### config.mk
export PLATFORM = sky130hd
export DESIGN_NAME = drs_ctrl
export DESIGN_NICKNAME = d
export VERILOG_FILES = /design/src/dedup_request_stack_core_assert.svh /design/src/drs_pkg.sv /design/src/drs_ctrl.sv
export SDC_FILE = /design/constraint.sdc
export NUM_CORES = 1
export LEC_CHECK = 0
export ABC_AREA = 0
export BUFFER_PORTS_ARGS = -buffer_cell sky130_fd_sc_hd__buf_2
export CORE_AREA = 2 2 39 41
export CTS_CLUSTER_DIAMETER = 200
export CTS_CLUSTER_SIZE = 24
export DETAILED_ROUTE_END_ITERATION = 7
export DIE_AREA = 0 0 41 43
export GPL_TIMING_DRIVEN = 1
export RECOVER_POWER = 50
export SYNTH_ARGS = -nofsm -noshare
export SYNTH_HDL_FRONTEND = slang
export SYNTH_SLANG_ARGS = --single-unit
### constraint.sdc
create_clock -name clock -period 1.5 [get_ports clock]
set_input_delay 0.075 -clock clock [delete_from_list [all_inputs] [get_ports clock]]
set_output_delay 0.075 -clock clock [all_outputs]
set_load 0.05 [all_outputs]
### src/dedup_request_stack_core_assert.svh
// Assertion macros shared by the request stack RTL.
// Include after the package import; SYNTH empties every macro.
`ifndef DEDUP_REQUEST_STACK_CORE_ASSERT_SVH
`define DEDUP_REQUEST_STACK_CORE_ASSERT_SVH
`ifndef SYNTH
// Same-cycle implication, disabled during reset.
`define DRS_ASSERT_IMPL(label, clk, rst, ante, cons) \
   label: assert property (@(posedge clk) disable iff (rst) (ante) |-> (cons)) \
      else $error("request stack check failed");
// Next-cycle implication, disabled during reset.
`define DRS_ASSERT_NEXT(label, clk, rst, ante, cons) \
   label: assert property (@(posedge clk) disable iff (rst) (ante) |=> (cons)) \
      else $error("request stack check failed");
`else
`define DRS_ASSERT_IMPL(label, clk, rst, ante, cons)
`define DRS_ASSERT_NEXT(label, clk, rst, ante, cons)
`endif
`endif

### src/drs_pkg.sv
// Shared types and constants for the deduplicating request stack.
// Used by drs_ctrl, drs_dpath and dedup_request_stack_core; no dependencies.
`timescale 1ns / 1ps

package drs_pkg;

   localparam int DEPTH_DEF      = 64;
   localparam int COORD_BITS_DEF = 32;
   localparam int POS_W          = 32;
   localparam int STATUS_W       = 3;

   localparam logic FUNC_PUSH = 1'b0;
   localparam logic FUNC_POP  = 1'b1;

   localparam logic [STATUS_W-1:0] ST_ADDED  = 3'd0;
   localparam logic [STATUS_W-1:0] ST_MOVED  = 3'd1;
   localparam logic [STATUS_W-1:0] ST_FULL   = 3'd2;
   localparam logic [STATUS_W-1:0] ST_POPPED = 3'd3;
   localparam logic [STATUS_W-1:0] ST_EMPTY  = 3'd4;

   typedef struct packed {
      logic                    func;
      logic signed [POS_W-1:0] pos_x;
      logic signed [POS_W-1:0] pos_y;
      logic signed [POS_W-1:0] pos_z;
      logic                    check_flag;
   } req_type;

   typedef struct packed {
      logic [STATUS_W-1:0]     status;
      logic signed [POS_W-1:0] out_x;
      logic signed [POS_W-1:0] out_y;
      logic signed [POS_W-1:0] out_z;
      logic                    out_check;
   } rsp_type;

   typedef enum logic [2:0] {
      S_IDLE,
      S_SCAN,
      S_SHIFT_INIT,
      S_SHIFT,
      S_PUSH_NEW,
      S_MOVE_TOP,
      S_POP_RD,
      S_POP_OUT
   } ctrl_state_type;

   // controller -> datapath
   typedef struct packed {
      logic                start;
      logic                scan_run;
      logic                shift_init;
      logic                shift_run;
      logic                pop_read;
      logic                post;
      logic [STATUS_W-1:0] post_status;
      logic                wr_new;
      logic                wr_top;
      logic                pop_commit;
   } cmd_type;

   // datapath -> controller
   typedef struct packed {
      logic fill_zero;
      logic fill_full;
      logic walk_done;
      logic hit;
   } sts_type;

endpackage

### src/drs_ctrl.sv
// Sequencing state machine of the request stack.
// Depends on drs_pkg; drives drs_dpath through cmd_type, reads sts_type.
`timescale 1ns / 1ps

module drs_ctrl import drs_pkg::*; (
   input  logic    clock,
   input  logic    reset,
   input  logic    req_valid,
   input  logic    req_func,
   output logic    req_stall,
   output logic    rsp_valid,
   input  logic    rsp_stall,
   input  sts_type sts,
   output cmd_type cmd
);

   ctrl_state_type state_ff, state_in;
   logic           rsp_valid_ff, rsp_valid_in;
   logic           out_free;

   assign out_free = !rsp_valid_ff || !rsp_stall;

   always_ff @(posedge clock) begin
      if (reset) begin
         state_ff     <= S_IDLE;
         rsp_valid_ff <= 1'b0;
      end else begin
         state_ff     <= state_in;
         rsp_valid_ff <= rsp_valid_in;
      end
   end

   always_comb begin
      state_in  = state_ff;
      cmd       = '0;
      req_stall = 1'b1;
      case (state_ff)
         S_IDLE: begin
            req_stall = 1'b0;
            if (req_valid) begin
               cmd.start = 1'b1;
               state_in  = (req_func == FUNC_POP) ? S_POP_RD : S_SCAN;
            end
         end
         S_SCAN: begin
            cmd.scan_run = 1'b1;
            if (sts.walk_done) begin
               state_in = sts.hit ? S_SHIFT_INIT : S_PUSH_NEW;
            end
         end
         S_SHIFT_INIT: begin
            cmd.shift_init = 1'b1;
            state_in       = S_SHIFT;
         end
         S_SHIFT: begin
            cmd.shift_run = 1'b1;
            if (sts.walk_done) begin
               state_in = S_MOVE_TOP;
            end
         end
         S_PUSH_NEW: begin
            if (out_free) begin
               cmd.post = 1'b1;
               if (sts.fill_full) begin
                  cmd.post_status = ST_FULL;
               end else begin
                  cmd.wr_new      = 1'b1;
                  cmd.post_status = ST_ADDED;
               end
               state_in = S_IDLE;
            end
         end
         S_MOVE_TOP: begin
            if (out_free) begin
               cmd.wr_top      = 1'b1;
               cmd.post        = 1'b1;
               cmd.post_status = ST_MOVED;
               state_in        = S_IDLE;
            end
         end
         S_POP_RD: begin
            if (sts.fill_zero) begin
               if (out_free) begin
                  cmd.post        = 1'b1;
                  cmd.post_status = ST_EMPTY;
                  state_in        = S_IDLE;
               end
            end else begin
               cmd.pop_read = 1'b1;
               state_in     = S_POP_OUT;
            end
         end
         S_POP_OUT: begin
            if (out_free) begin
               cmd.post        = 1'b1;
               cmd.pop_commit  = 1'b1;
               cmd.post_status = ST_POPPED;
               state_in        = S_IDLE;
            end
         end
         default: begin
            state_in = S_IDLE;
         end
      endcase
   end

   assign rsp_valid_in = cmd.post || (rsp_valid_ff && rsp_stall);
   assign rsp_valid    = rsp_valid_ff;

endmodule

==> results of run 1 <==
==> worst register-to-register path: stages (launching register included) <==
cell and delay [ns]:
dfxtp_2 0.35, buf_4 0.16, nand2b_1 0.10, nor2_2 0.06, a221oi_2 0.28, o32ai_1 0.12
==> final cells by class <==
type	count	share of cell area, %
Sequential cell	4	16.0
Inverter	4	2.86
Timing Repair Buffer	24	25.1
Clock buffer	3	4.30
Tap cell	16	3.82
Multi-Input combinational cell	38	48.0
==> path summary, 6_finish.rpt <==
path / to / cells past startpoint
max: cmd[11] / 3
min: rsp_valid / 2
min reg2reg: rsp_valid / 2
max reg2reg: state_ff[1] / 5
==> per-stage QoR <==
| stage | utilization, % | hold slack (ns) | area (um^2) |
|---|---|---|---|
| finish | 37.9 | 0.0657 | 524 |
| global route | 37.9 | 0.0580 | 524 |
| CTS | 38.0 | 0.0528 | 526 |
| detailed placement | 35.7 | 0.295 | 494 |
| global placement | 35.7 | 0.293 | 494 |
| floorplan | - | 0.144 | 362 |
==> per-layer routing <==
layer / up-vias / part of all wire (%) / GRT usage (%) / routed length [um]
li1: 226 / - / - / -
met1: 193 / 45 / 15.7 / 426
met2: 18 / 47 / 17.2 / 448
met3: 0 / 8.1 / 4.71 / 77
met4: 0 / 0 / 4.00 / 0
met5: - / 0 / 0 / 0
==> layout by cell type (no fill, tap or decap) <==
master / n
and2_1: 1
a221oi_2: 1
buf_4: 4
a32oi_1: 1
nor2_4: 1
a221oi_1: 1
inv_2: 1
nand2_1: 4
dfxtp_2: 3
o22ai_1: 1
o32ai_1: 2
nor2_1: 9
a2bb2oi_1: 1
nand2_2: 1
clkbuf_4: 4
nor3_1: 1
dfxtp_1: 1
inv_1: 3
a221o_1: 1
a21oi_1: 2
or3_1: 1
nand2b_1: 2
o21ai_1: 1
buf_2: 14
nor3_2: 1
clkbuf_1: 1
a31oi_1: 1
a21oi_2: 1
clkbuf_2: 4
nor2_2: 3
nor4_4: 1
==> state kept, by name, summed over array words and instances, names as in the netlist <==
| name | cells |
|---|---|
| state_ff | 3 |
| rsp_valid | 1 |
==> timing repair <==
action,in CTS,in global routing
endpoints found under the setup margin,8,11
cloned,0,0
buffers inserted,0,0
gates resized for setup,4,3
hold buffers,0,0
==> power groups by stage <==
stage / logic (uW) / clock network, uW / registers (uW)
2_1_floorplan: 864 / 0 / 237
3_3_place_gp: 1060 / 0 / 257
3_5_place_dp: 1060 / 0 / 260
4_1_cts: 1080 / 135 / 264
5_1_grt: 1140 / 146 / 286
6_report: 1060 / 130 / 272
==> cell families after synthesis <==
logic type	count (synthesis)
flops	4
simple gates	25
buf+inv	6
compound gates	13
==> reports/results.tsv, run 1 <==
stage	metric	value	unit
worst_setup_path	startpoint	state_ff[0]	
power	p_switching	896	uW
power	p_leak	0.000244	uW
worst_setup_path	critical_path_class	register to primary output	
placed_design	hpwl	781	um
power	seqPwrFrac	18.6	%
die	num_io_pins	23	
sta	setup_tns	0	ns
power	powerDensity	2790	nW/um^2
clocking	clk_pin_slew	0.04	ns
die	die_w	41	um
clocking	root_buffer	clkbuf_4	
worst_setup_path	crit_path_top_delay_cell	or3_1	
logic_synthesis	synthXorXnorAreaFrac	0	%
logic_synthesis	yosys_warnings	0	
power	max-vdd-ir-drop	0.755	mV
detailed_routing	vias	437	
sta	finalMaxSlewViolations	0	
worst_setup_path	arrival	1.36	ns
sta	worst_pin_slew	0.587	ns
sta	fmax	696	MHz
logic_synthesis	ys_seq_area_share	24.6	%
sta	slew_headroom	61.1	%
power	clock_power_share	8.9	%
global_route	grt_usage	11.9	%
logic_synthesis	synth_common_cells	nor2_1, nand2_1, dfxtp_1, a21oi_1, inv_1	
logic_synthesis	yosys.area_share.simple	35.8	%
placed_design	place_ws	0.154	ns
final_layout	instances_no_fill	89	
run	maxCapViolCount	0	
global_route	grt_max_degree	10	
detailed_routing	drt-total-wl	952	um
global_route	grt_pass1_wl	1.44	mm
logic_synthesis	async_flop_share	0	%
placed_design	place_congestion	0.791	
final_layout	seq_area	83.8	um^2
clocking	htreeDepth	1	
final_layout	fillers	169	
power	switching_share	61.3	%
clocking	cts.path.max_buffers	2	
die	dieArea	1760	um^2
global_route	antenna_found_initial	0	
logic_synthesis	synth_area_leaders	dfxtp_1, nor2_1, nand2_1	
logic_synthesis	netlist-cell-type-count	24	
clocking	cts_tree	done	
worst_setup_path	cp-end-kind	primary output	
logic_synthesis	yosys_most_used_dff	dfxtp_1	
logic_synthesis	synth_top_family_by_area	simple AND/OR/NAND/NOR gates	
final_layout	area_growth	61.2	%
worst_setup_path	slowest_delay	0.43	ns
worst_setup_path	ff2ff_setup_slack	0.30	ns
outcome	outcome	finished clean	
power	internal_power	565	uW
detailed_routing	drc_errors	0	
logic_synthesis	yosysMostFrequentCell	nor2_1	
min_path	hold_start	reset	
logic_synthesis	synthAdderAreaFrac	0	%
logic_synthesis	synth-edff-count	0	
logic_synthesis	synth_compound_area_share	31.2	%
power	pwr-share-comb	72.5	%
logic_synthesis	syn-cell-area	325	um^2
worst_setup_path	cp_num_buf_inv	1	
placed_design	io_buffers	22	
logic_synthesis	mappedNetlistNets	57	
final_layout	antenna_cells	0	
worst_setup_path	path_delay_family	simple AND/OR/NAND/NOR gates	
sta	timing.final.crit_share	95.8	%
detailed_routing	routedWlPerCell	10.7	um
sta	skew	0.00431	ns
detailed_routing	drtAntennaViolNets	0	
sta	rsz0062_at_grt	false	
logic_synthesis	synthCells	48	
die	die_h	43	um
sta	hold_viol_final	0	
logic_synthesis	synth.largest_area_cell	dfxtp_1	
worst_setup_path	cp-start-kind	register	
die	core-area	1380	um^2
min_path	hold_path_class	input pin to register	
clocking	clock_latency	0.23	ns
worst_setup_path	crit_required	1.42	ns
detailed_routing	drtIter0Drc	1	
clocking	cts_buffers	3	
logic_synthesis	synth.top_cell.area_share	24.6	%
logic_synthesis	ys_ff_latch	4	
sta	setup_ws	0.0625	ns
clocking	cts_sinks	4	
final_layout	num-nets-final	84	
logic_synthesis	synth.mux.area_fraction	0	%
worst_setup_path	crit_fanout	9	
sta	period_minus_slack	1.44	ns
global_route	grt-ovfl-total	0	
detailed_routing	first_pass_iters	3	
final_layout	drive_gt1_share	53.4	%
final_layout	multi_input_area	251	um^2
worst_setup_path	path_cells	or3_1 -> nor2_4 -> buf_2	
detailed_routing	via_per_inst	4.91	
placed_design	post-place-cells	86	
sta	finalSetupViolCount	0	
power	p_total	1460	uW
global_route	grt_pass1_vias	354	
worst_setup_path	r2r-start	state_ff[0]	
die	start_util	23.5	%
logic_synthesis	synth.avg_cell_area	6.78	um^2
die	rows	14	
Power figures use the tool's default switching activity.
==> inputs of run 2 (changes only) <==
- PLACE_DENSITY: default -> 0.64
==> run 2 against run 1 <==
Net effect:
- clock skew grew 0.00092 ns
- hold slack worse by 0.013 ns
- fmax is 1.7% higher
- via count grew 0.46%
- total power shrank 1.2%
- first-iteration DRC count grew to 13 times the previous value
- count of clock-buffer cells in the layout unchanged
- utilization is 0.36 points lower
- sequential power grew 4%
- sequential share of layout area rose by 0.15 points
- combinational power barely moved
- register-to-register slack better by 0.05 ns
- critical path type unchanged
- largest cell class unchanged
- highest routed layer unchanged
==> reports/results.tsv, run 2 (same netlist as run 1, synthesis figures left out) <==
stage	metric	value	unit	change
min_path	hold_start	reset		
clocking	cts.path.max_buffers	2		unchanged
outcome	outcome	finished clean		
global_route	use_met2	18.4	%	+1.3 points
final_layout	antenna_cells	0		unchanged
power	p_switching	886	uW	-1.1%
global_route	use_met1	15.8	%	+0.050 points
sta	rsz0062_at_grt	false		
placed_design	place_congestion	0.839		+6.0%
worst_setup_path	crit_required	1.42	ns	about the same
sta	hold_viol_final	0		unchanged
worst_setup_path	path_cells	nand2b_2 -> nor2_1 -> and2_1 -> buf_4		
clocking	root_buffer	clkbuf_4		
worst_setup_path	arrival	1.34	ns	-0.02 ns
sta	fmax	708	MHz	+1.7%
final_layout	seq_area	83.8	um^2	unchanged
global_route	antenna_found_initial	0		unchanged
worst_setup_path	slowest_delay	0.37	ns	-0.06 ns
worst_setup_path	cp_num_buf_inv	1		unchanged
worst_setup_path	r2r-start	state_ff[0]		
detailed_routing	drtAntennaViolNets	0		unchanged
min_path	hold_path_class	input pin to register		
clocking	cts_buffers	3		unchanged
final_layout	fillers	163		-3.6%
worst_setup_path	cp-end-kind	primary output		
clocking	cts_sinks	4		unchanged
power	powerDensity	2780	nW/um^2	-0.20%
die	start_util	23.5	%	unchanged
sta	period_minus_slack	1.41	ns	-0.0243 ns
power	seqPwrFrac	19.6	%	+1.0 points
placed_design	place_ws	0.140	ns	-0.0139 ns
power	pwr-share-comb	71.1	%	-1.4 points
clocking	clock_latency	0.24	ns	about the same
worst_setup_path	critical_path_class	register to primary output		
global_route	grt_usage	13.0	%	+1.0 points
final_layout	regMostFlops	state_ff		
sta	skew	0.00524	ns	+0.000924 ns
die	dieArea	1760	um^2	unchanged
clocking	cts_tree	done		
worst_setup_path	ff2ff_path_depth	3		-2
die	num_io_pins	23		unchanged
worst_setup_path	r2r_end	state_ff[2]		
worst_setup_path	ff2ff_setup_slack	0.35	ns	+0.05 ns
power	switching_share	61.4	%	about the same
global_route	grt-ovfl-total	0		unchanged
worst_setup_path	crit_path_top_delay_cell	dfxtp_2		
final_layout	largest_reg_flops	3		unchanged
final_layout	finalInstanceArea	519	um^2	-0.95%
sta	slew_headroom	60.6	%	-0.46 points
power	p_total	1440	uW	-1.2%
die	core-area	1380	um^2	unchanged
final_layout	num-nets-final	83		-1.2%
placed_design	postPlaceCellArea	487	um^2	-1.5%
detailed_routing	drtIter0Drc	13		+12
detailed_routing	drt-total-wl	909	um	-4.5%
sta	timing.final.crit_share	94.2	%	-1.6 points
power	clock_power_share	9.3	%	+0.4 points
power	internal_power	558	uW	-1.2%
sta	finalSetupViolCount	0		unchanged
detailed_routing	first_pass_iters	4		+1
min_path	holdPathEnd	rsp_valid		
global_route	grt-busiest-layer	met2		
worst_setup_path	path_delay_family	simple AND/OR/NAND/NOR gates		
worst_setup_path	crit_fanout	11		+2
global_route	use_met3	7.85	%	+3.1 points
detailed_routing	via_per_inst	4.99		+1.6%
die	rows	14		unchanged
sta	setup_ws	0.0868	ns	+0.0243 ns
global_route	grt_pass1_wl	1.53	mm	+6.2%
die	die_w	41	um	unchanged
worst_setup_path	startpoint	state_ff[0]		
detailed_routing	vias	439		+0.46%
clocking	htreeDepth	1		unchanged
final_layout	final_cell_mix	buf_2, nor2_1, nand2_1, clkbuf_4, clkbuf_2		
global_route	grt_max_degree	12		+2
detailed_routing	routedWlPerCell	10.3	um	-3.4%
placed_design	io_buffers	22		unchanged
clocking	cts_setup_buffers	0		unchanged
final_layout	layout_commonest_cell	buf_2		
worst_setup_path	cp-start-kind	register		
final_layout	multi_input_area	254	um^2	+1.0%
power	max-vdd-ir-drop	1.08	mV	+43%
power	p_leak	0.000239	uW	-2.2%
run	maxCapViolCount	0		unchanged
global_route	grt_pass1_vias	382		+7.9%
detailed_routing	drc_errors	0		unchanged
die	die_h	43	um	unchanged
min_path	worstHoldPathCells	2		unchanged
final_layout	drive_gt1_share	54.2	%	+0.74 points
sta	worst_pin_slew	0.594	ns	+0.00692 ns
placed_design	hpwl	731	um	-6.4%
final_layout	area_growth	59.6	%	
clocking	clk_pin_slew	0.04	ns	about the same
sta	finalMaxSlewViolations	0		unchanged
run 2: repair_timing:
action                                  4_1_cts  5_1_grt
resized for setup                             4        6
hold buffers                                  0        0
endpoints found under the setup margin        9        3
run 2: layout make-up:
cell class              instances  area share (%)
multi-input cells              38            48.9
repair buffers                 23            23.9
flip-flops and latches          4            16.1
clock buffers                   3            4.34
well taps                      16            3.86
inverters                       4            2.89
run 2: worst max path at each step:
stage / cells after the start / slack, ns / to
finish: 4 / 0.09 / cmd[7]
global route: 4 / 0.03 / cmd[7]
CTS: 4 / 0.003 / cmd[7]
detailed placement: 4 / 0.14 / cmd[6]
global placement: 3 / 0.15 / cmd[2]
floorplan: 3 / -0.11 / cmd[0]
run 2: metal layers:
metal | wire (um) | vias to the layer above | part of all wire [%]
met5 | 0 | - | 0
met4 | 0 | 0 | 0
met3 | 69 | 0 | 7.6
met2 | 434 | 17 | 48
met1 | 404 | 198 | 44
li1 | - | 224 | -
run 2: power groups by stage:
stage          sequential, uW  combinational (uW)  clock, uW
3_5_place_dp              271                1020          0
3_3_place_gp              268                1020          0
5_1_grt                   297                1110        153
2_1_floorplan             237                 864          0
4_1_cts                   281                1030        142
6_report                  284                1030        134
run 2: stage by stage:
| stage | instances | util (%) | setup TNS (ns) | hold WS (ns) |
|---|---|---|---|---|
| after global placement | 85 | 35.2 | 0 | 0.290 |
| after floorplan | 48 | - | -0.537 | 0.144 |
| after CTS | 88 | 37.3 | 0 | 0.0452 |
| final | 88 | 37.5 | 0 | 0.0527 |
| after global routing | 88 | 37.5 | 0 | 0.0577 |
| after detailed placement | 85 | 35.2 | 0 | 0.292 |
